[config.mk]
export PLATFORM = sky130hd
export DESIGN_NAME = compass_heading_sector_top
export DESIGN_NICKNAME = d
export VERILOG_FILES = /design/src/design/chs_pkg.sv /design/src/design/chs_prep.sv /design/src/design/chs_cell.sv /design/src/design/chs_post.sv /design/src/design/compass_heading_sector_top.sv
export SDC_FILE = /design/constraint.sdc
export NUM_CORES = 2
export LEC_CHECK = 0
export BUFFER_PORTS_ARGS = -buffer_cell sky130_fd_sc_hd__buf_2
export CAP_MARGIN = 10
export CORE_MARGIN = 10
export CORE_UTILIZATION = 23
export DETAILED_ROUTE_END_ITERATION = 12
export SETUP_SLACK_MARGIN = 0.15
export SYNTH_ARGS = -nofsm -noshare
export SYNTH_HDL_FRONTEND = slang
export SYNTH_SLANG_ARGS = --single-unit
[constraint.sdc]
create_clock -name clk -period 25.1 [get_ports clk]
set_clock_uncertainty 0.2 [all_clocks]
set_input_delay 7.53 -clock clk [delete_from_list [all_inputs] [get_ports clk]]
set_output_delay 7.53 -clock clk [all_outputs]
set_load 0.01 [all_outputs]
[src/design/chs_pkg.sv]
// Package for the compass heading block: payload types, constants, arctangent table.
`default_nettype none
package chs_pkg;

  localparam int ANGLE_FRAC_BITS = 7;
  localparam int CORDIC_STEPS    = 16;

  localparam int HEADING_FRAC = 7;
  localparam int TABLE_LEN    = 24;
  localparam int TABLE_FRAC   = 16;
  localparam int GUARD_SHIFT  = 8;

  // datapath widths
  localparam int XY_W    = 28;
  localparam int Z_W     = ANGLE_FRAC_BITS + 11;
  localparam int SHIFT_W = (CORDIC_STEPS > 1) ? $clog2(CORDIC_STEPS) : 1;
  localparam int SUM_W   = 19;
  localparam int WIDE_W  = 32;

  localparam logic signed [Z_W-1:0] HALF_TURN_Z = Z_W'(180 << ANGLE_FRAC_BITS);

  // angle to heading unit conversion
  localparam int RND_SHIFT =
    (ANGLE_FRAC_BITS >= HEADING_FRAC) ? ANGLE_FRAC_BITS - HEADING_FRAC : 0;
  localparam int UP_SHIFT =
    (ANGLE_FRAC_BITS < HEADING_FRAC) ? HEADING_FRAC - ANGLE_FRAC_BITS : 0;
  localparam logic signed [WIDE_W-1:0] RND_HALF =
    (RND_SHIFT > 0) ? WIDE_W'(1 << (RND_SHIFT - 1)) : '0;

  localparam logic signed [SUM_W-1:0] FULL_TURN = SUM_W'(46080);
  localparam logic signed [SUM_W-1:0] TWO_TURNS = SUM_W'(92160);

  // sector = floor((h + 1439) / 2880) mod 16, with 2880 = 64 * 45
  localparam logic [16:0] SECTOR_BIAS  = 17'd1439;
  localparam int          SECTOR_SHIFT = 6;
  localparam logic [10:0] SECTOR_RECIP = 11'd1457;  // ceil(2^16 / 45)

  localparam logic signed [15:0] DECL_RESET = 16'sd1461;

  // atan(2^-i) in degrees, units of 2^-16 degree
  localparam logic [22:0] ATAN_DEG_Q16 [TABLE_LEN] = '{
    23'd2949120, 23'd1740967, 23'd919879, 23'd466945,
    23'd234379,  23'd117304,  23'd58666,  23'd29335,
    23'd14668,   23'd7334,    23'd3667,   23'd1833,
    23'd917,     23'd458,     23'd229,    23'd115,
    23'd57,      23'd29,      23'd14,     23'd7,
    23'd4,       23'd2,       23'd1,      23'd0
  };

  typedef struct packed {
    logic signed [15:0] field_x;
    logic signed [15:0] field_y;
  } sample_t;

  typedef struct packed {
    logic [15:0] heading;
    logic [3:0]  sector;
  } result_t;

  typedef struct packed {
    logic signed [XY_W-1:0] x;
    logic signed [XY_W-1:0] y;
    logic signed [Z_W-1:0]  z;
    logic                   zero;
  } vec_t;

  // per-step angle increment, rounded half up to the accumulator resolution
  function automatic logic signed [Z_W-1:0] atan_step(input int i);
    logic [23:0] t;
    t = {1'b0, ATAN_DEG_Q16[i]} + (24'd1 << (TABLE_FRAC - ANGLE_FRAC_BITS - 1));
    return Z_W'(t >> (TABLE_FRAC - ANGLE_FRAC_BITS));
  endfunction

endpackage
`default_nettype wire

[src/design/chs_prep.sv]
// Input cell: guard scaling, half-turn pre-rotation for negative x, zero detect.
`default_nettype none
module chs_prep import chs_pkg::*; (
  input  wire logic    clk,
  input  wire logic    rst,
  input  wire logic    up_valid,
  output logic         up_ready,
  input  wire sample_t up_data,
  output logic         dn_valid,
  input  wire logic    dn_ready,
  output vec_t         dn_data
);

  logic vld;
  vec_t vec;
  vec_t vec_next;
  logic signed [XY_W-1:0] xs;
  logic signed [XY_W-1:0] ys;

  always_comb begin
    xs = XY_W'(up_data.field_x) <<< GUARD_SHIFT;
    ys = XY_W'(up_data.field_y) <<< GUARD_SHIFT;
    vec_next.zero = (up_data.field_x == '0) && (up_data.field_y == '0);
    if (xs[XY_W-1]) begin
      vec_next.x = -xs;
      vec_next.y = -ys;
      vec_next.z = ys[XY_W-1] ? -HALF_TURN_Z : HALF_TURN_Z;
    end else begin
      vec_next.x = xs;
      vec_next.y = ys;
      vec_next.z = '0;
    end
  end

  assign up_ready = !vld || dn_ready;

  always_ff @(posedge clk) begin
    if (rst) begin
      vld <= 1'b0;
    end else if (up_ready) begin
      vld <= up_valid;
    end
  end

  always_ff @(posedge clk) begin
    if (up_valid && up_ready) begin
      vec <= vec_next;
    end
  end

  assign dn_valid = vld;
  assign dn_data  = vec;

endmodule
`default_nettype wire

[src/design/chs_cell.sv]
// One vectoring CORDIC iteration with its own word register and handshake.
`default_nettype none
module chs_cell import chs_pkg::*; (
  input  wire logic                  clk,
  input  wire logic                  rst,
  input  wire logic [SHIFT_W-1:0]    shift,
  input  wire logic signed [Z_W-1:0] step_angle,
  input  wire logic                  up_valid,
  output logic                       up_ready,
  input  wire vec_t                  up_data,
  output logic                       dn_valid,
  input  wire logic                  dn_ready,
  output vec_t                       dn_data
);

  logic vld;
  vec_t vec;
  vec_t vec_next;
  logic signed [XY_W-1:0] dx;
  logic signed [XY_W-1:0] dy;

  always_comb begin
    dx = up_data.y >>> shift;
    dy = up_data.x >>> shift;
    vec_next.zero = up_data.zero;
    // y >= 0: rotate clockwise
    if (!up_data.y[XY_W-1]) begin
      vec_next.x = up_data.x + dx;
      vec_next.y = up_data.y - dy;
      vec_next.z = up_data.z + step_angle;
    end else begin
      vec_next.x = up_data.x - dx;
      vec_next.y = up_data.y + dy;
      vec_next.z = up_data.z - step_angle;
    end
  end

  assign up_ready = !vld || dn_ready;

  always_ff @(posedge clk) begin
    if (rst) begin
      vld <= 1'b0;
    end else if (up_ready) begin
      vld <= up_valid;
    end
  end

  always_ff @(posedge clk) begin
    if (up_valid && up_ready) begin
      vec <= vec_next;
    end
  end

  assign dn_valid = vld;
  assign dn_data  = vec;

endmodule
`default_nettype wire

[src/design/chs_post.sv]
// Output stages: rounding plus declination, wrap into one turn, sector lookup.
`default_nettype none
module chs_post import chs_pkg::*; (
  input  wire logic               clk,
  input  wire logic               rst,
  input  wire logic signed [15:0] declination,
  input  wire logic               up_valid,
  output logic                    up_ready,
  input  wire vec_t               up_data,
  output logic                    out_valid,
  input  wire logic               out_ready,
  output result_t                 out_word
);

  logic vld_a;
  logic vld_b;
  logic vld_c;
  logic rdy_a;
  logic rdy_b;
  logic rdy_c;

  logic signed [SUM_W-1:0]  sum;
  logic signed [SUM_W-1:0]  sum_next;
  logic signed [WIDE_W-1:0] ang;
  logic signed [WIDE_W-1:0] ang_units;

  logic [15:0]             head_b;
  logic [15:0]             head_b_next;
  logic signed [SUM_W-1:0] wrapped;

  result_t             res;
  logic [16:0]         biased;
  logic [9:0]          coarse;
  logic [20:0]         prod;
  result_t             res_next;

  assign rdy_c    = !vld_c || out_ready;
  assign rdy_b    = !vld_b || rdy_c;
  assign rdy_a    = !vld_a || rdy_b;
  assign up_ready = rdy_a;

  // stage A: angle to 1/128 degree, round half up, add declination
  always_comb begin
    ang       = up_data.zero ? '0 : WIDE_W'(up_data.z);
    ang_units = ((ang + RND_HALF) >>> RND_SHIFT) <<< UP_SHIFT;
    sum_next  = SUM_W'(ang_units) + SUM_W'(declination);
  end

  // stage B: sum lies within two turns either side of zero
  always_comb begin
    if (sum < -FULL_TURN) begin
      wrapped = sum + TWO_TURNS;
    end else if (sum < 0) begin
      wrapped = sum + FULL_TURN;
    end else if (sum >= FULL_TURN) begin
      wrapped = sum - FULL_TURN;
    end else begin
      wrapped = sum;
    end
    head_b_next = wrapped[15:0];
  end

  // stage C: divide by 2880 as a shift by 6 and a reciprocal multiply for 45
  always_comb begin
    biased           = {1'b0, head_b} + SECTOR_BIAS;
    coarse           = biased[SECTOR_SHIFT +: 10];
    prod             = 21'(coarse) * 21'(SECTOR_RECIP);
    res_next.heading = head_b;
    res_next.sector  = prod[19:16];
  end

  always_ff @(posedge clk) begin
    if (rst) begin
      vld_a <= 1'b0;
      vld_b <= 1'b0;
      vld_c <= 1'b0;
    end else begin
      if (rdy_a) begin
        vld_a <= up_valid;
      end
      if (rdy_b) begin
        vld_b <= vld_a;
      end
      if (rdy_c) begin
        vld_c <= vld_b;
      end
    end
  end

  always_ff @(posedge clk) begin
    if (up_valid && rdy_a) begin
      sum <= sum_next;
    end
    if (vld_a && rdy_b) begin
      head_b <= head_b_next;
    end
    if (vld_b && rdy_c) begin
      res <= res_next;
    end
  end

  assign out_valid = vld_c;
  assign out_word  = res;

  a_heading_in_turn: assert property (@(posedge clk) disable iff (rst)
    out_valid |-> (out_word.heading < 16'd46080))
    else $error("heading outside one turn");

  a_north_sector: assert property (@(posedge clk) disable iff (rst)
    out_valid |-> (((out_word.heading <= 16'd1440) || (out_word.heading > 16'd44640))
                   == (out_word.sector == 4'd0)))
    else $error("north sector mismatch");

  a_wrap_passthru: assert property (@(posedge clk) disable iff (rst)
    (vld_a && rdy_b && (sum >= 0) && (sum < FULL_TURN)) |=> (head_b == $past(sum[15:0])))
    else $error("in-range sum altered by wrap");

endmodule
`default_nettype wire

[src/design/compass_heading_sector_top.sv]
// Pipeline: 1 input cell, then CORDIC_STEPS iteration cells, then 3 output stages.
// Throughput: one word per cycle while out_ready is high; every stage holds one word and has its own ready.
// The CORDIC cells form a chain, one iteration per cell.
// Backpressure stalls only the stages that are full.
// Reset (synchronous, rst high) empties all stages and sets declination to 1461.
`default_nettype none
module compass_heading_sector_top import chs_pkg::*; (
  input  wire logic               clk,
  input  wire logic               rst,
  input  wire logic               in_valid,
  output logic                    in_ready,
  input  wire sample_t            in_word,
  output logic                    out_valid,
  input  wire logic               out_ready,
  output result_t                 out_word,
  input  wire logic               wr_en,
  input  wire logic signed [15:0] wr_data
);

  logic signed [15:0] declination;

  logic vld [CORDIC_STEPS+1];
  logic rdy [CORDIC_STEPS+1];
  vec_t vec [CORDIC_STEPS+1];

  always_ff @(posedge clk) begin
    if (rst) begin
      declination <= DECL_RESET;
    end else if (wr_en) begin
      declination <= wr_data;
    end
  end

  chs_prep u_prep (
    .clk      (clk),
    .rst      (rst),
    .up_valid (in_valid),
    .up_ready (in_ready),
    .up_data  (in_word),
    .dn_valid (vld[0]),
    .dn_ready (rdy[0]),
    .dn_data  (vec[0])
  );

  for (genvar i = 0; i < CORDIC_STEPS; i++) begin : g_cell
    chs_cell u_cell (
      .clk        (clk),
      .rst        (rst),
      .shift      (SHIFT_W'(i)),
      .step_angle (atan_step(i)),
      .up_valid   (vld[i]),
      .up_ready   (rdy[i]),
      .up_data    (vec[i]),
      .dn_valid   (vld[i+1]),
      .dn_ready   (rdy[i+1]),
      .dn_data    (vec[i+1])
    );
  end

  chs_post u_post (
    .clk         (clk),
    .rst         (rst),
    .declination (declination),
    .up_valid    (vld[CORDIC_STEPS]),
    .up_ready    (rdy[CORDIC_STEPS]),
    .up_data     (vec[CORDIC_STEPS]),
    .out_valid   (out_valid),
    .out_ready   (out_ready),
    .out_word    (out_word)
  );

endmodule
`default_nettype wire

# Word-level counts from Yosys, hierarchy flattened
# Cells that the tools add are included.
totals:
  register_bits: 1198
  input_bits: 53
  output_inout_bits: 22
classes:
  n_addsub: 90
  multipliers: 1
  magnitude_cmp: 3
  mux: 20
  n_reduce_logical: 63
op_table:
  columns: ["operator", "n"]
  rows:
  - ["74-bit two-way mux", 14]
  - ["69-bit two-way mux", 1]
  - ["28-bit by 15-bit adder with 28-bit output", 2]
  - ["28-bit by 16-bit adder with 28-bit output", 2]
  - ["28-bit by 17-bit adder with 28-bit output", 2]
  - ["28-bit by 18-bit adder with 28-bit output", 2]
  - ["28-bit by 19-bit adder with 28-bit output", 2]
  - ["28-bit by 20-bit adder with 28-bit output", 2]
  - ["28-bit by 21-bit adder with 28-bit output", 2]
  - ["28-bit by 22-bit adder with 28-bit output", 2]
  - ["28-bit by 23-bit adder with 28-bit output", 2]
  - ["28-bit by 24-bit adder with 28-bit output", 2]
  - ["28-bit by 25-bit adder with 28-bit output", 2]
  - ["28-bit by 26-bit adder with 28-bit output", 2]
  - ["28-bit by 27-bit adder with 28-bit output", 2]
  - ["24-bit negator with 28-bit output", 2]
  - ["28-bit by 15-bit subtractor with 28-bit output", 2]
  - ["28-bit by 16-bit subtractor with 28-bit output", 2]
  - ["28-bit by 17-bit subtractor with 28-bit output", 2]
  - ["28-bit by 18-bit subtractor with 28-bit output", 2]
  - ["28-bit by 19-bit subtractor with 28-bit output", 2]
  - ["28-bit by 20-bit subtractor with 28-bit output", 2]
  - ["28-bit by 21-bit subtractor with 28-bit output", 2]
  - ["28-bit by 22-bit subtractor with 28-bit output", 2]
  - ["other kinds (48)", 118]

# Longest topological paths before layout
logic_depth:
  depth_word: 22
  ltp_mapped: 24
  depth_no_buf: 24

# By module
# From an unflattened synthesis, not the netlist that was laid out.
unflattened:
  hier_cells: 19047
  area_unflattened_um2: 176897.2
modules_own_cells:
  columns: ["mod", "n_inst", "cells_per_inst", "area_per_inst_um2", "seq_area_each_um2"]
  rows:
  - ["chs_cell at g_cell[10].u_cell ...", 9, 1143, 10583.9, 2272.2]
  - ["chs_cell at g_cell[12].u_cell ...", 2, 1195, 10774.1, 2272.2]
  - ["chs_cell at g_cell[6].u_cell ...", 2, 1115, 10536.4, 2272.2]
  - ["chs_cell at g_cell[8].u_cell", 1, 1183, 10495.1, 2272.2]
  - ["chs_cell at g_cell[9].u_cell", 1, 1153, 10433.8, 2272.2]
  - ["chs_cell at g_cell[0].u_cell", 1, 1106, 10194.8, 2272.2]
  - ["chs_post", 1, 465, 5022.3, 1711.6]
  - ["chs_prep", 1, 179, 2262.2, 1341.3]
  - ["compass_heading_sector_top", 1, 54, 613.1, 320.3]

# Worst setup path after synthesis
# No wires, ideal clock.
synth_path:
  path_type: "input-to-output"
  from: "in out_ready"
  to: "out in_ready"
  t_arrival_ns: 8.975
  slack_ns: 8.395
  stages: 7
  path_buffers: 0
  cell_sequence: "nor3b_1 > nand3_1 > nor2_1 > and3_1 > nand3_1 > nor4_1 > nand2_1"
synth_between:
  elab_chain_len: 20
synth_lines:
  columns: ["item", "line_no", "rtl"]
  rows:
  - ["start: declaration", "compass_heading_sector_top.sv:14", "input wire logic out_ready,"]
  - ["1-bit logical OR", "chs_post.sv:37", "assign rdy_c = !vld_c || out_ready;"]
  - ["1-bit logical OR", "chs_post.sv:38", "assign rdy_b = !vld_b || rdy_c;"]
  - ["1-bit logical OR", "chs_post.sv:39", "assign rdy_a = !vld_a || rdy_b;"]
  - ["1-bit logical OR (16 in series)", "chs_cell.sv:38", "assign up_ready = !vld || dn_ready;"]
  - ["1-bit logical OR", "chs_prep.sv:35", "assign up_ready = !vld || dn_ready;"]
  - ["end: declaration", "compass_heading_sector_top.sv:11", "output logic in_ready,"]
# Every way passes these cells.

# Worst setup path in the final report
# Ends and elaborated chain as after synthesis.

==> flow_summary.toml <==
[die]
core_area_mm2 = 0.356
core.rowCount = 219
start_util = 0.231
fp.dieH_um = 618
die_area_mm2 = 0.381
ios = 75
dieWidth_um = 618

[synthesis]
synthArstFlopShare = 0
syn_avg_cell_area_um2 = 9.67
synth.distinct_cells = 96
synth_seq_area_share = 0.369
synth_seq_cells = 1022
ys.flop_type = "edfxtp_1"
synth_cells = 8491
synth.most_common_cell = "edfxtp_1"
synth_edf_count = 986
ys_warn_count = 0
synth.top_cells.by_count = "edfxtp_1, ha_1, nor2_1, a21oi_1, xnor2_1"
yosys.area.top_type = "edfxtp_1"
synth_top_cells_by_area = "edfxtp_1, ha_1, xnor2_1, a21oi_1, xor2_1"
syn-cell-area_mm2 = 0.0821
synth_top_area_share = 0.360

[place]
gp_congestion = 0.863
dp_hpwl_mm = 146
portBuffers = 74
post-place-ws_ns = 6.74
numPlacedInstances = 13200
place_area_mm2 = 0.0884

[critical_path]
end_kind = "output port"
path_cells = "buf_2, nor3b_1, buf_4, nand3_1, nor2_1, and3_1, nand3_1, nor4_1, nand2_1, buf_2"
crit_family = "simple AND/OR/NAND/NOR gates"
reg2reg_slack_ns = 18.76
path_max_fanout = 5
crit_slowest_cell = "nor4_1"
path_buf_inv = 3
critPathMaxStageDelay_ns = 0.80
cp.arrival_ns = 10.51
worstPathRequired_ns = 17.37
start_kind = "input pin"
path_class = "in -> out"

[final_layout]
drive_gt1_frac = 0.0500
n_antenna_cell = 0
final_core_util = 0.259
stdcell_area_mm2 = 0.0921
regArea_mm2 = 0.0303
fillers = 38100
nNetsFinal = 9639
multi_input_area_mm2 = 0.0498
final_cells = 13400
area_growth_pct = 12.1

[pwr]
p_per_area_mw_per_mm2 = 48.7
ir_worst_vdd_v = 0.0000534
leakagePower_nw = 35.6
power_mw = 4.48

[clocking]
cts.sinks = 1022
clockRootBuffer = "clkbuf_16"
cts_hold_buf = 0
clk_path_buf_depth = 3
clkLatencyLatePin_ns = 0.74
cts.htree.levels = 3
post_cts_buffers = 0
clkTransAtPathRegs_ns = 0.08
post_cts_resized = 0
numCtsBuffers = 111
cts_tree = "done"

[grt]
grt_first_pass_wirelength_mm = 298
grt_max_degree = 75
antenna_found_initial = 10
grt_use_total = 0.0915
grt.overflow.total = 0
grt_pass1_vias = 58000

[sta]
finalSetupTns_ns = 0
rsz0062_at_grt = "no"
holdWs_ns = 0.196
relSlewSlack = 0.199
setup_violations = 0
slew_viol_final = 0
clock.fmax_ghz = 0.0548
worst_pin_slew_ns = 1.19
fin_crit_sh = 0.727
hold_violations = 0
setup_slack_ns = 6.86
min_period_ns = 18.24

[detailed_routing]
drt_iter0_drc = 3282
postRouteAntennaNets = 0
route.detailed.drc = 0
wl_per_cell_um = 13.6
drt-vias-per-instance = 4.51
wl_mm = 182
dr.pass1.iters = 8
dr_total_vias = 60600

[outcome]
status = "finished, final reports clean"

[min_path]
holdCritPathClass = "reg -> reg"

[run]
cap_violations = 0
## flip-flops by register name, indices dropped and copies added (netlist names)
| register | count |
|---|---|
| g_cell.u_cell.dn_data | 887 |
| u_prep.dn_data | 44 |
| u_post.out_word | 20 |
| u_post.sum | 19 |
| declination | 16 |
| g_cell.u_cell.dn_valid | 16 |
| u_post.head_b | 16 |
| u_post.out_valid | 1 |
| u_post.vld_a | 1 |
| u_post.vld_b | 1 |
| u_prep.dn_valid | 1 |
## logic make-up (layout without fill, tap and decap cells)
group	after synthesis	after routing	synth area share
other	1	4	0.0000457
buffers and inverters	581	773	0.0268
adders and majority gates	994	994	0.156
AOI/OAI and AO/OA	2258	2258	0.175
xor gates and xnor gates	1126	1126	0.120
DFF	1022	1022	0.369
muxes	64	64	0.00829
and+or+nand+nor	2445	2445	0.144
## path summary, 6_finish.rpt
kind	from	to	cells past startpoint
min	g_cell[4].u_cell.dn_data[0]$_DFFE_PP_	g_cell[5].u_cell.dn_data[0]$_DFFE_PP_	0
max	out_ready	in_ready	10
max reg2reg	u_post.head_b[4]$_DFFE_PP_	u_post.out_word[3]$_DFFE_PP_	22
min reg2reg	g_cell[4].u_cell.dn_data[0]$_DFFE_PP_	g_cell[5].u_cell.dn_data[0]$_DFFE_PP_	0
## power by group
| group | switching (mW) | internal, mW | leakage (nW) |
|---|---|---|---|
| registers | 0.0500 | 1.95 | 9.23 |
| logic | 0.459 | 0.358 | 24.6 |
| clock network | 0.710 | 0.951 | 1.80 |
## layer usage
layer	up-vias	wire length, um	GRT usage
li1	31500	-	-
met2	835	87400	0.164
met5	-	13	0
met1	28000	84200	0.116
met3	296	5510	0.0111
met4	2	5050	0.0245
## area by class of cell
class / instances / share of cell area
tap: 4751 / 0.0645
sequential: 1022 / 0.329
clock buffer: 130 / 0.0322
multi-input combinational: 6891 / 0.540
inverter: 451 / 0.0184
timing repair buffer: 115 / 0.00736
clock inverter: 77 / 0.00803
## cells in the final DEF (no fill, tap or decap), types with 129 or more instances in the layout
| master | n |
|---|---|
| a21oi_1 | 795 |
| inv_1 | 448 |
| edfxtp_1 | 986 |
| o21a_1 | 129 |
| nand2_1 | 406 |
| o21ai_0 | 392 |
| nor2_1 | 857 |
| ha_1 | 939 |
| xor2_1 | 376 |
| xnor2_1 | 748 |
| nor3_1 | 279 |
| a21o_1 | 256 |
| nand3_1 | 170 |
Power figures use the tool's default switching activity.
